==> src/sfrt_pkg.sv <==
// ----------------------------------------------------------------------------
// sfrt_pkg
// Types and constants shared by the serial frame receiver with idle timeout.
// ----------------------------------------------------------------------------
package sfrt_pkg;

   localparam int MAX_FRAME_DEFAULT = 256;

   // APB register map: register index is paddr[3:2]
   localparam int CSR_ADDR_W = 4;
   localparam logic [1:0] REG_FRAME_MODE      = 2'd0;
   localparam logic [1:0] REG_TERMINATOR_BYTE = 2'd1;
   localparam logic [1:0] REG_FRAME_LENGTH    = 2'd2;
   localparam logic [1:0] REG_TIMEOUT_TICKS   = 2'd3;

   localparam logic       MODE_TERMINATOR = 1'b0;
   localparam logic       MODE_LENGTH     = 1'b1;

   localparam logic       OP_BYTE = 1'b0;
   localparam logic       OP_TICK = 1'b1;

   localparam logic [1:0] END_TERMINATOR = 2'd0;
   localparam logic [1:0] END_LENGTH     = 2'd1;
   localparam logic [1:0] END_TIMEOUT    = 2'd2;
   localparam logic [1:0] END_FULL       = 2'd3;

   localparam logic        RST_FRAME_MODE      = MODE_TERMINATOR;
   localparam logic [7:0]  RST_TERMINATOR_BYTE = 8'd13;
   localparam logic [8:0]  RST_FRAME_LENGTH    = 9'd16;
   localparam logic [15:0] RST_TIMEOUT_TICKS   = 16'd1000;

   typedef struct packed {
      logic        frame_mode;
      logic [7:0]  terminator_byte;
      logic [8:0]  frame_length;
      logic [15:0] timeout_ticks;
   } cfg_type;

   typedef struct packed {
      logic       byte_valid;
      logic [7:0] byte_value;
      logic [7:0] byte_index;
      logic       frame_end;
      logic [1:0] end_status;
      logic [8:0] frame_size;
   } result_type;

endpackage

==> src/sfrt_frame_ctrl.sv <==
// ----------------------------------------------------------------------------
// sfrt_frame_ctrl
// Frame state (open flag, byte count, idle count) and the single-pass
// decision for one item: pass a byte out, end the frame, or stay silent.
// ----------------------------------------------------------------------------
module sfrt_frame_ctrl
   import sfrt_pkg::*;
#(
   parameter int MAX_FRAME = MAX_FRAME_DEFAULT
) (
   input  logic       clock,
   input  logic       reset,
   input  logic       step,
   input  logic       opcode,
   input  logic [7:0] rx_byte,
   input  cfg_type    cfg,
   output logic       has_result,
   output result_type result
);

   localparam int CNT_W = $clog2(MAX_FRAME + 1);

   logic             frame_active_ff, frame_active_in;
   logic [CNT_W-1:0] byte_count_ff, byte_count_in;
   logic [15:0]      idle_ticks_ff, idle_ticks_in;

   logic [CNT_W-1:0] count_inc;
   logic [CNT_W+8:0] cur_ext;
   logic [CNT_W+8:0] inc_ext;
   logic [CNT_W+8:0] len_ext;
   logic [15:0]      idle_inc;
   logic             len_hit;
   logic             buf_full;
   logic             timed_out;

   assign count_inc = byte_count_ff + CNT_W'(1);
   assign cur_ext   = {9'b0, byte_count_ff};
   assign inc_ext   = {9'b0, count_inc};
   assign len_ext   = {{CNT_W{1'b0}}, cfg.frame_length};
   assign len_hit   = inc_ext >= len_ext;
   assign buf_full  = count_inc >= CNT_W'(MAX_FRAME);
   // idle count saturates
   assign idle_inc  = (idle_ticks_ff == 16'hFFFF) ? idle_ticks_ff : idle_ticks_ff + 16'd1;
   assign timed_out = idle_inc >= cfg.timeout_ticks;

   always_comb begin
      has_result      = 1'b0;
      result          = '0;
      frame_active_in = frame_active_ff;
      byte_count_in   = byte_count_ff;
      idle_ticks_in   = idle_ticks_ff;
      if (opcode == OP_TICK) begin
         if (frame_active_ff) begin
            idle_ticks_in = idle_inc;
            if (timed_out) begin
               has_result        = 1'b1;
               result.frame_end  = 1'b1;
               result.end_status = END_TIMEOUT;
               result.frame_size = cur_ext[8:0];
               frame_active_in   = 1'b0;
               byte_count_in     = '0;
               idle_ticks_in     = '0;
            end
         end
      end else if (cfg.frame_mode == MODE_TERMINATOR && rx_byte == cfg.terminator_byte) begin
         // terminator is not stored; with no frame open this gives an empty frame
         has_result        = 1'b1;
         result.frame_end  = 1'b1;
         result.end_status = END_TERMINATOR;
         result.frame_size = cur_ext[8:0];
         frame_active_in   = 1'b0;
         byte_count_in     = '0;
         idle_ticks_in     = '0;
      end else begin
         has_result        = 1'b1;
         result.byte_valid = 1'b1;
         result.byte_value = rx_byte;
         result.byte_index = cur_ext[7:0];
         frame_active_in   = 1'b1;
         byte_count_in     = count_inc;
         idle_ticks_in     = '0;
         // length end takes priority over buffer full
         if ((cfg.frame_mode == MODE_LENGTH && len_hit) || buf_full) begin
            result.frame_end  = 1'b1;
            result.end_status = (cfg.frame_mode == MODE_LENGTH && len_hit) ?
                                END_LENGTH : END_FULL;
            result.frame_size = inc_ext[8:0];
            frame_active_in   = 1'b0;
            byte_count_in     = '0;
         end
      end
   end

   always_ff @(posedge clock) begin
      if (reset) begin
         frame_active_ff <= 1'b0;
         byte_count_ff   <= '0;
         idle_ticks_ff   <= '0;
      end else if (step) begin
         frame_active_ff <= frame_active_in;
         byte_count_ff   <= byte_count_in;
         idle_ticks_ff   <= idle_ticks_in;
      end
   end

   a_closed_is_clear: assert property (@(posedge clock) disable iff (reset)
      !frame_active_ff |-> (byte_count_ff == '0 && idle_ticks_ff == '0))
      else $error("closed frame holds stale count");

   a_count_below_buffer: assert property (@(posedge clock) disable iff (reset)
      byte_count_ff < CNT_W'(MAX_FRAME))
      else $error("byte count reached buffer size without ending the frame");

   a_end_closes: assert property (@(posedge clock) disable iff (reset)
      (step && has_result && result.frame_end) |=> !frame_active_ff)
      else $error("frame still open after its end transfer");

   a_byte_opens: assert property (@(posedge clock) disable iff (reset)
      (step && has_result && result.byte_valid && !result.frame_end)
      |=> (frame_active_ff && idle_ticks_ff == '0))
      else $error("stored byte did not leave an open frame");

endmodule

==> src/serial_frame_receiver_timeout_core.sv <==
// ----------------------------------------------------------------------------
// serial_frame_receiver_timeout_core
// Serial frame receiver with idle timeout, APB register port.
// ----------------------------------------------------------------------------
// Takes one item (received byte or timer tick) per clock and gives at most one
// result per item; an item passes through the input register, then through the
// frame logic into the result register. req_ready stays high while the result
// register is empty or being read in the same cycle, so a full rate of one item
// per clock holds as long as rsp_ready does.
// Registers (byte address): frame_mode 0x0, terminator_byte 0x4,
// frame_length 0x8, timeout_ticks 0xC; write them only with the block idle.
module serial_frame_receiver_timeout_core
   import sfrt_pkg::*;
#(
   parameter int MAX_FRAME = MAX_FRAME_DEFAULT
) (
   input  logic                  clock,
   input  logic                  reset,
   // input channel
   input  logic                  req_valid,
   output logic                  req_ready,
   input  logic                  req_opcode,
   input  logic [7:0]            req_rx_byte,
   // result channel
   output logic                  rsp_valid,
   input  logic                  rsp_ready,
   output logic                  rsp_byte_valid,
   output logic [7:0]            rsp_byte_value,
   output logic [7:0]            rsp_byte_index,
   output logic                  rsp_frame_end,
   output logic [1:0]            rsp_end_status,
   output logic [8:0]            rsp_frame_size,
   // configuration
   input  logic                  psel,
   input  logic                  penable,
   input  logic                  pwrite,
   input  logic [CSR_ADDR_W-1:0] paddr,
   input  logic [31:0]           pwdata,
   output logic [31:0]           prdata,
   output logic                  pready
);

   cfg_type    cfg_ff;
   logic       csr_wr;
   logic [1:0] csr_idx;

   logic       in_valid_ff;
   logic       in_opcode_ff;
   logic [7:0] in_byte_ff;

   logic       out_valid_ff;
   result_type out_ff;

   logic       step;
   logic       has_result;
   result_type result;

   // ---- register port ----
   assign pready  = 1'b1;
   assign csr_wr  = psel & penable & pwrite;
   assign csr_idx = paddr[3:2];

   always_ff @(posedge clock) begin
      if (reset) begin
         cfg_ff.frame_mode      <= RST_FRAME_MODE;
         cfg_ff.terminator_byte <= RST_TERMINATOR_BYTE;
         cfg_ff.frame_length    <= RST_FRAME_LENGTH;
         cfg_ff.timeout_ticks   <= RST_TIMEOUT_TICKS;
      end else if (csr_wr) begin
         unique case (csr_idx)
            REG_FRAME_MODE:      cfg_ff.frame_mode      <= pwdata[0];
            REG_TERMINATOR_BYTE: cfg_ff.terminator_byte <= pwdata[7:0];
            REG_FRAME_LENGTH:    cfg_ff.frame_length    <= pwdata[8:0];
            REG_TIMEOUT_TICKS:   cfg_ff.timeout_ticks   <= pwdata[15:0];
            default: ;
         endcase
      end
   end

   always_comb begin
      unique case (csr_idx)
         REG_FRAME_MODE:      prdata = {31'b0, cfg_ff.frame_mode};
         REG_TERMINATOR_BYTE: prdata = {24'b0, cfg_ff.terminator_byte};
         REG_FRAME_LENGTH:    prdata = {23'b0, cfg_ff.frame_length};
         REG_TIMEOUT_TICKS:   prdata = {16'b0, cfg_ff.timeout_ticks};
         default:             prdata = '0;
      endcase
   end

   // ---- pipeline: input register -> frame logic -> result register ----
   assign step      = in_valid_ff & (~out_valid_ff | rsp_ready);
   assign req_ready = ~in_valid_ff | step;

   always_ff @(posedge clock) begin
      if (reset) begin
         in_valid_ff <= 1'b0;
      end else if (req_ready) begin
         in_valid_ff <= req_valid;
      end
   end

   always_ff @(posedge clock) begin
      if (req_valid && req_ready) begin
         in_opcode_ff <= req_opcode;
         in_byte_ff   <= req_rx_byte;
      end
   end

   sfrt_frame_ctrl #(
      .MAX_FRAME (MAX_FRAME)
   ) u_frame_ctrl (
      .clock      (clock),
      .reset      (reset),
      .step       (step),
      .opcode     (in_opcode_ff),
      .rx_byte    (in_byte_ff),
      .cfg        (cfg_ff),
      .has_result (has_result),
      .result     (result)
   );

   always_ff @(posedge clock) begin
      if (reset) begin
         out_valid_ff <= 1'b0;
      end else if (step) begin
         out_valid_ff <= has_result;
      end else if (rsp_ready) begin
         out_valid_ff <= 1'b0;
      end
   end

   always_ff @(posedge clock) begin
      if (step && has_result) begin
         out_ff <= result;
      end
   end

   assign rsp_valid      = out_valid_ff;
   assign rsp_byte_valid = out_ff.byte_valid;
   assign rsp_byte_value = out_ff.byte_value;
   assign rsp_byte_index = out_ff.byte_index;
   assign rsp_frame_end  = out_ff.frame_end;
   assign rsp_end_status = out_ff.end_status;
   assign rsp_frame_size = out_ff.frame_size;

   a_stall_holds_item: assert property (@(posedge clock) disable iff (reset)
      (in_valid_ff && !step) |=> (in_valid_ff && $stable(in_opcode_ff)
                                  && $stable(in_byte_ff)))
      else $error("held item lost while result register stalled");

   a_ready_when_empty: assert property (@(posedge clock) disable iff (reset)
      !in_valid_ff |-> req_ready)
      else $error("input refused with empty input register");

   a_result_kept: assert property (@(posedge clock) disable iff (reset)
      (out_valid_ff && !rsp_ready) |-> !step)
      else $error("result register overwritten before its transfer");

endmodule

==> config.mk <==
export PLATFORM = sky130hd
export DESIGN_NAME = serial_frame_receiver_timeout_core
export DESIGN_NICKNAME = d
export VERILOG_FILES = /design/src/sfrt_pkg.sv /design/src/sfrt_frame_ctrl.sv /design/src/serial_frame_receiver_timeout_core.sv
export SDC_FILE = /design/constraint.sdc
export NUM_CORES = 1
export LEC_CHECK = 0
export BUFFER_PORTS_ARGS = -buffer_cell sky130_fd_sc_hd__clkbuf_2
export CELL_PAD_IN_SITES_DETAIL_PLACEMENT = 1
export CELL_PAD_IN_SITES_GLOBAL_PLACEMENT = 1
export CORE_ASPECT_RATIO = 2
export CORE_MARGIN = 2
export CORE_UTILIZATION = 45
export DETAILED_ROUTE_END_ITERATION = 7
export GPL_ROUTABILITY_DRIVEN = 0
export GPL_TIMING_DRIVEN = 0
export PLACE_DENSITY_LB_ADDON = 0.08
export SLEW_MARGIN = 15
export SYNTH_ARGS = -nofsm -noshare
export SYNTH_HDL_FRONTEND = slang
export SYNTH_SLANG_ARGS = --single-unit
==> constraint.sdc <==
create_clock -name clock -period 9.3 [get_ports clock]
set_clock_uncertainty 0.1 [all_clocks]
set_input_delay 0.465 -clock clock [delete_from_list [all_inputs] [get_ports clock]]
set_output_delay 0.465 -clock clock [all_outputs]
set_load 0.01 [all_outputs]
Word level (Yosys, flattened, before mapping)
Cells that the tools add are included.
W data, S select, Z words.

cells by class
  $add $sub $neg = 2
  multipliers = 0
  divide/modulo/power cells = 0
  order comparisons = 3
  eq/ne operators = 7
  shifts and indexed selects = 0
  mux-type cells = 27
  bitwise logic cells = 8
  reductions and logical operators = 14

operators with widths
  operator                 number
  $pmux W32 S4             1
  $mux W16                 4
  $mux W12                 5
  $mux W9                  5
  $mux W17                 1
  $add A16 B1 Y16 const B  1
  $eq A16 B16 Y1 const B   1
  $ge A16 B16 Y1           1
  $mux W1                  10
  $reduce_and A2 Y1        5
  $add A9 B1 Y9 const B    1
  $ge A9 B9 Y1             1
  $ge A9 B9 Y1 const B     1
  $eq A8 B8 Y1             1
  $eq A2 B2 Y1 const B     2
  $logic_and A1 B1 Y1      4
  $ne A2 B1 Y1 const B     2
  $and A1 B1 Y1            3
  $not A1 Y1               3
  $reduce_and A3 Y1        1
  $eq A2 B1 Y1 const B     1
  $logic_not A2 Y1         1
  $mux W2                  1
  $or A1 B1 Y1             2
  other kinds (3)          3

storage, ports and cells
  flip-flop bits (word level) = 100
  bits in latches = 0
  memory bits (writable) = 0
  memory bits (read-only) = 0
  bits of input ports = 52
  output and inout bits = 64
  logic and storage cells = 78
  memories = 0

Depth between registers and ports, before layout
  word-level depth = 7
  depth in mapped cells = 15
  depth with buffers taken out = 13

Modules after synthesis
From an unflattened synthesis, not the netlist that was laid out.

unflattened totals
  cells, all modules = 601
  area, all modules = 5795.6 µm²

by module, submodules not included
  module                              instances  cells each  area an instance (µm²)  seq. area each (µm²)
  serial_frame_receiver_timeout_core  1          240         3086.7                  1861.8
  sfrt_frame_ctrl                     1          361         2708.8                  520.5

Worst setup path before layout
OpenSTA, ideal clock, no wires.

  kind = flip-flop to flip-flop
  start = register u_frame_ctrl.idle_ticks_ff[0]
  end = register out_ff, in the netlist rsp_byte_index[0], enable pin
  library setup time = 416 ps
  arrival time = 3986 ps
  required time = 8784 ps
  setup slack = 4798 ps
  cell stages (with the launch flop) = 14
  buffers on the path = 1
  period minus slack after synthesis = 4502 ps
  cells stage by stage = dfxtp_1 ha_1 nand3_1 or4_1 buf_2 nor2_8 nor3_1 xor2_1 ha_1 nand4_1 or2_1 o32ai_2 nor3_2 nor2_1

on the way
  cells in the longest elaborated chain, start to end = 7
  elaborated cells between the ends (all ways) = 8
  those cells by class = add/sub: 1; order compare: 1; eq/ne: 1; mux: 4; reduce/logical: 1

RTL lines
  element                                            line                                       text
  start: declaration                                 sfrt_frame_ctrl.sv:25                      logic [15:0] idle_ticks_ff, idle_ticks_in;
  start signal: assignment                           sfrt_frame_ctrl.sv:102                     idle_ticks_ff <= idle_ticks_in;
  $add A16 B1 Y16 or $eq A16 B16 Y1 (tied branches)  sfrt_frame_ctrl.sv:43                      assign idle_inc = (idle_ticks_ff == 16'hFFFF) ? idle_ticks_ff : idle_ticks_ff + 16'd1;
  $mux W16 *                                         sfrt_frame_ctrl.sv:43
  $ge A16 B16 Y1 *                                   sfrt_frame_ctrl.sv:44                      assign timed_out = idle_inc >= cfg.timeout_ticks;
  $mux W1 *                                          sfrt_frame_ctrl.sv:55                      if (timed_out) begin
  $mux W1 *                                          sfrt_frame_ctrl.sv:53                      if (frame_active_ff) begin
  $mux W1 *                                          sfrt_frame_ctrl.sv:52                      if (opcode == OP_TICK) begin
  $logic_and A1 B1 Y1 *                              serial_frame_receiver_timeout_core.sv:133  if (step && has_result) begin
  end signal: assignment                             serial_frame_receiver_timeout_core.sv:134  out_ff <= result;
  end: declaration                                   serial_frame_receiver_timeout_core.sv:52   result_type out_ff;

Mark *: on every way between the ends. The rest lies on a longest branch, timed or not.
A chain may end at the register's enable or synchronous reset.

Worst setup path in the final report
  start = register u_frame_ctrl.idle_ticks_ff[0]
  end = register u_frame_ctrl.idle_ticks_ff[12]

on the way
  cells in the longest elaborated chain, start to end = 6
  elaborated cells between the ends (all ways) = 7
  those cells by class = add/sub: 1; order compare: 1; eq/ne: 1; mux: 4

RTL lines
  element                                            line
  $add A16 B1 Y16 or $eq A16 B16 Y1 (tied branches)  sfrt_frame_ctrl.sv:43
  $mux W16 *                                         sfrt_frame_ctrl.sv:43
  $ge A16 B16 Y1                                     sfrt_frame_ctrl.sv:44
  $mux W16 *                                         sfrt_frame_ctrl.sv:55
  $mux W16 *                                         sfrt_frame_ctrl.sv:53
  $mux W16 *                                         sfrt_frame_ctrl.sv:52

Mark *: on every way between the ends. The rest lies on a longest branch, timed or not. The select of a mux whose other input is x is not followed.

==> impl_metrics.py <==
metrics = {
    "critical_path": {
        "path_max_fanout": 10,
        "timing.rr.start": "u_frame_ctrl.idle_ticks_ff[0]",
        "start_kind": "flip-flop",
        "rrSetupSlack_ns": 4.74,
        "r2r-end": "u_frame_ctrl.idle_ticks_ff[12]",
        "critPathKind": "flip-flop to flip-flop",
        "reg2regPathDepth": 15,
        "crit_required_ns": 9.47,
        "cp.arrival_ns": 4.73,
        "worstSetupEndpointType": "flip-flop",
    },
    "synth": {
        "ys_top_cells_by_area": "dfxtp_1 23%, edfxtp_1 21%, ha_1 6.3%",
        "asyncSetResetFlopFracSynth_pct": 0,
        "synth_area_mm2": 0.005353,
        "synthesis.instances": 572,
        "yosysWarnings": 0,
        "synth_seq_cells": 100,
        "synth_cell_type_count": 63,
        "yosysTopAreaCellShare_pct": 23.19,
        "synth_top_area_cell": "dfxtp_1",
        "seq_area_frac_synth_pct": 44.51,
        "synth_edf_count": 38,
        "synthFlopType": "dfxtp_1",
        "avgSynthCellArea_um2": 9.358,
    },
    "floorplanning": {
        "initial_core_util_pct": 45.74,
        "die_area_mm2": 0.01284,
        "core_mm2": 0.01170,
        "core.rowCount": 56,
        "fp.dieW_um": 81.12,
        "ioPinCount": 116,
        "die_height_um": 158.2,
    },
    "place": {
        "dp.cells": 812,
        "io_buffers": 80,
        "dp_hpwl_mm": 12.45,
    },
    "clocking": {
        "clock_sinks": 100,
        "cts-buffers-inserted": 9,
        "cts_tree": "built",
        "cts_root_buffer": "clkbuf_16",
        "cts_buffer_depth": 2,
        "clk_pin_slew_worst_paths_ns": 0.08,
        "hold_buffers": 0,
        "cts_repair_resize_count": 0,
        "cts_max_level": 3,
        "insertion_delay_ns": 0.35,
        "post_cts_buffers": 0,
    },
    "sta": {
        "max_freq_mhz": 219.5,
        "setup_viol": 0,
        "rsz0062_at_grt": "false",
        "finalHoldViolCount": 0,
        "worst_slew_pin_slew_ns": 1.068,
        "maxSlewHeadroom_pct": 28.14,
        "period_needed_ns": 4.555,
        "period_share_pct": 48.98,
        "setup_tns_ns": 0,
        "hold_ws_ns": 0.1809,
        "drv_slew": 0,
    },
    "finish": {
        "drive_gt1_share_pct": 20.64,
        "fin_cells": 828,
        "final_cell_mix": "80 x clkbuf_2, 64 x nand2_1, 62 x dfxtp_1",
        "final_common_cell": "clkbuf_2",
        "area_growth_pct": 17.65,
        "antenna_cells": 0,
        "layout.nets": 757,
    },
    "pwr": {
        "power.density_mw_per_mm2": 146.1,
        "total_power_mw": 0.9201,
        "leakage_nw": 2.583,
        "ir_drop_mv": 0.08602,
    },
    "grt": {
        "grt_max_degree": 31,
        "grt_overflow": 0,
        "grt_antenna_before_repair": 0,
        "grt_pass1_wl_mm": 24.23,
        "grtUsageTotal_pct": 25.48,
        "grt_pass1_vias": 4844,
    },
    "min_path": {
        "min-delay-path-class": "input pin to flip-flop",
        "whs_path_depth": 1,
        "holdPathEnd": "in_byte_ff[7]",
        "hold_start": "req_rx_byte[7]",
    },
    "drt": {
        "route.detailed.drc": 0,
        "wl_mm": 15.50,
        "detail-route-antenna-nets": 0,
        "route.vias.total": 4562,
        "via_per_inst": 5.510,
        "drt_iter0_markers": 157,
        "wl_per_cell_um": 18.72,
        "first_pass_iters": 5,
    },
    "run_status": {
        "status": "finished, final reports clean",
    },
    "flow_run": {
        "max_cap_viol_count": 0,
    },
}
==> stage by stage <==
step           util, %  instance area [um^2]  worst slack, ns
2_1_floorplan        -                  5409            4.798
3_3_place_gp     51.20                  5991            3.754
3_5_place_dp     51.26                  5998            4.783
4_1_cts          53.82                  6297            4.747
5_1_grt          53.82                  6297            4.507
6_report         53.82                  6297            4.745
==> cell type report <==
cell class,count,area (um^2)
clock buffers,9,225.2
multi-input cells,411,2675
plain buffers,41,226.5
flip-flops and latches,100,2382
repair buffers,80,400.4
inverters,35,132.6
well taps,145,181.4
fillers,1444,5404
clock inverters,7,73.82
==> layer usage <==
metal / part of all wire [%] / GRT usage, % / vias to the layer above
met5: 0 / 0 / -
met4: 5.0 / 14.61 / 0
met3: 2.2 / 3.706 / 38
met2: 59 / 50.96 / 88
met1: 34 / 22.85 / 2239
li1: - / - / 2197
==> worst max path at each step <==
stage,from,end,slack [ns],cells after the start
global route,u_frame_ctrl.idle_ticks_ff[0],u_frame_ctrl.idle_ticks_ff[13],4.51,15
CTS,u_frame_ctrl.idle_ticks_ff[0],u_frame_ctrl.idle_ticks_ff[12],4.75,15
finish,u_frame_ctrl.idle_ticks_ff[0],u_frame_ctrl.idle_ticks_ff[12],4.74,15
detailed placement,u_frame_ctrl.idle_ticks_ff[0],u_frame_ctrl.idle_ticks_ff[12],4.78,15
floorplan,u_frame_ctrl.idle_ticks_ff[0],rsp_byte_index[0],4.80,13
global placement,u_frame_ctrl.idle_ticks_ff[0],rsp_byte_value[1],3.75,13
==> worst max-delay path, cell delays in order (launching register included) <==
cell	delay, ns
dfxtp_1	0.42
ha_1	0.26
nand3_1	0.20
or4_1	0.43
buf_2	0.19
o21ai_4	0.25
nor2_1	0.09
xnor2_1	0.27
ha_1	0.30
and3_1	0.19
a221oi_1	0.37
o21ai_1	0.25
nor3_2	0.51
buf_2	0.35
nand3_1	0.11
a21oi_1	0.16
==> cells in the mapped netlist (all sizes together) (2+ instances only) <==
| cell | count |
|---|---|
| a211o | 9 |
| a211oi | 3 |
| a21o | 2 |
| a21oi | 34 |
| a22o | 13 |
| a31o | 3 |
| a31oi | 4 |
| and2 | 19 |
| and3 | 5 |
| and4 | 4 |
| buf | 24 |
| clkbuf | 17 |
| conb | 2 |
| dfxtp | 62 |
| edfxtp | 38 |
| ha | 27 |
| inv | 34 |
| mux2 | 3 |
| mux2i | 9 |
| nand2 | 64 |
| nand2b | 3 |
| nand3 | 33 |
| nand3b | 2 |
| nand4 | 4 |
| nor2 | 43 |
| nor2b | 7 |
| nor3 | 14 |
| nor4 | 6 |
| nor4b | 2 |
| o211ai | 3 |
| o21a | 4 |
| o21ai | 19 |
| o21ba | 2 |
| o22ai | 2 |
| o2bb2ai | 5 |
| or2 | 3 |
| xnor2 | 14 |
| xor2 | 16 |
==> sequential cells by signal (all words and copies together) (netlist names) <==
register                      cells
rsp_frame_size                    9
rsp_byte_value                    8
rsp_end_status                    2
rsp_byte_index                    8
rsp_valid                         1
u_frame_ctrl.frame_active_ff      1
in_valid_ff                       1
in_opcode_ff                      1
rsp_byte_valid                    1
cfg_ff                           34
u_frame_ctrl.idle_ticks_ff       16
u_frame_ctrl.byte_count_ff        9
rsp_frame_end                     1
in_byte_ff                        8
==> cell families (layout without fill, tap and decap cells) <==
logic type / Yosys count / count (layout) / share of synthesized area (%)
AO/OA/AOI/OAI: 112 / 112 / 14.63
XOR/XNOR: 30 / 30 / 4.909
adder cells (fa/ha/maj): 27 / 27 / 6.311
buffers and inverters: 76 / 172 / 6.708
flip-flops: 100 / 100 / 44.51
multiplexers: 13 / 13 / 2.805
other: 2 / 17 / 0.1403
AND/OR/NAND/NOR: 212 / 212 / 19.99
==> report_power, final <==
part | internal, mW | switching, mW | leakage (nW)
sequential | 0.461 | 0.00544 | 0.850
clock | 0.191 | 0.189 | 0.148
combinational | 0.0274 | 0.0453 | 1.59
total | 0.680 | 0.240 | 2.58
(Power assumes the default switching activity.)
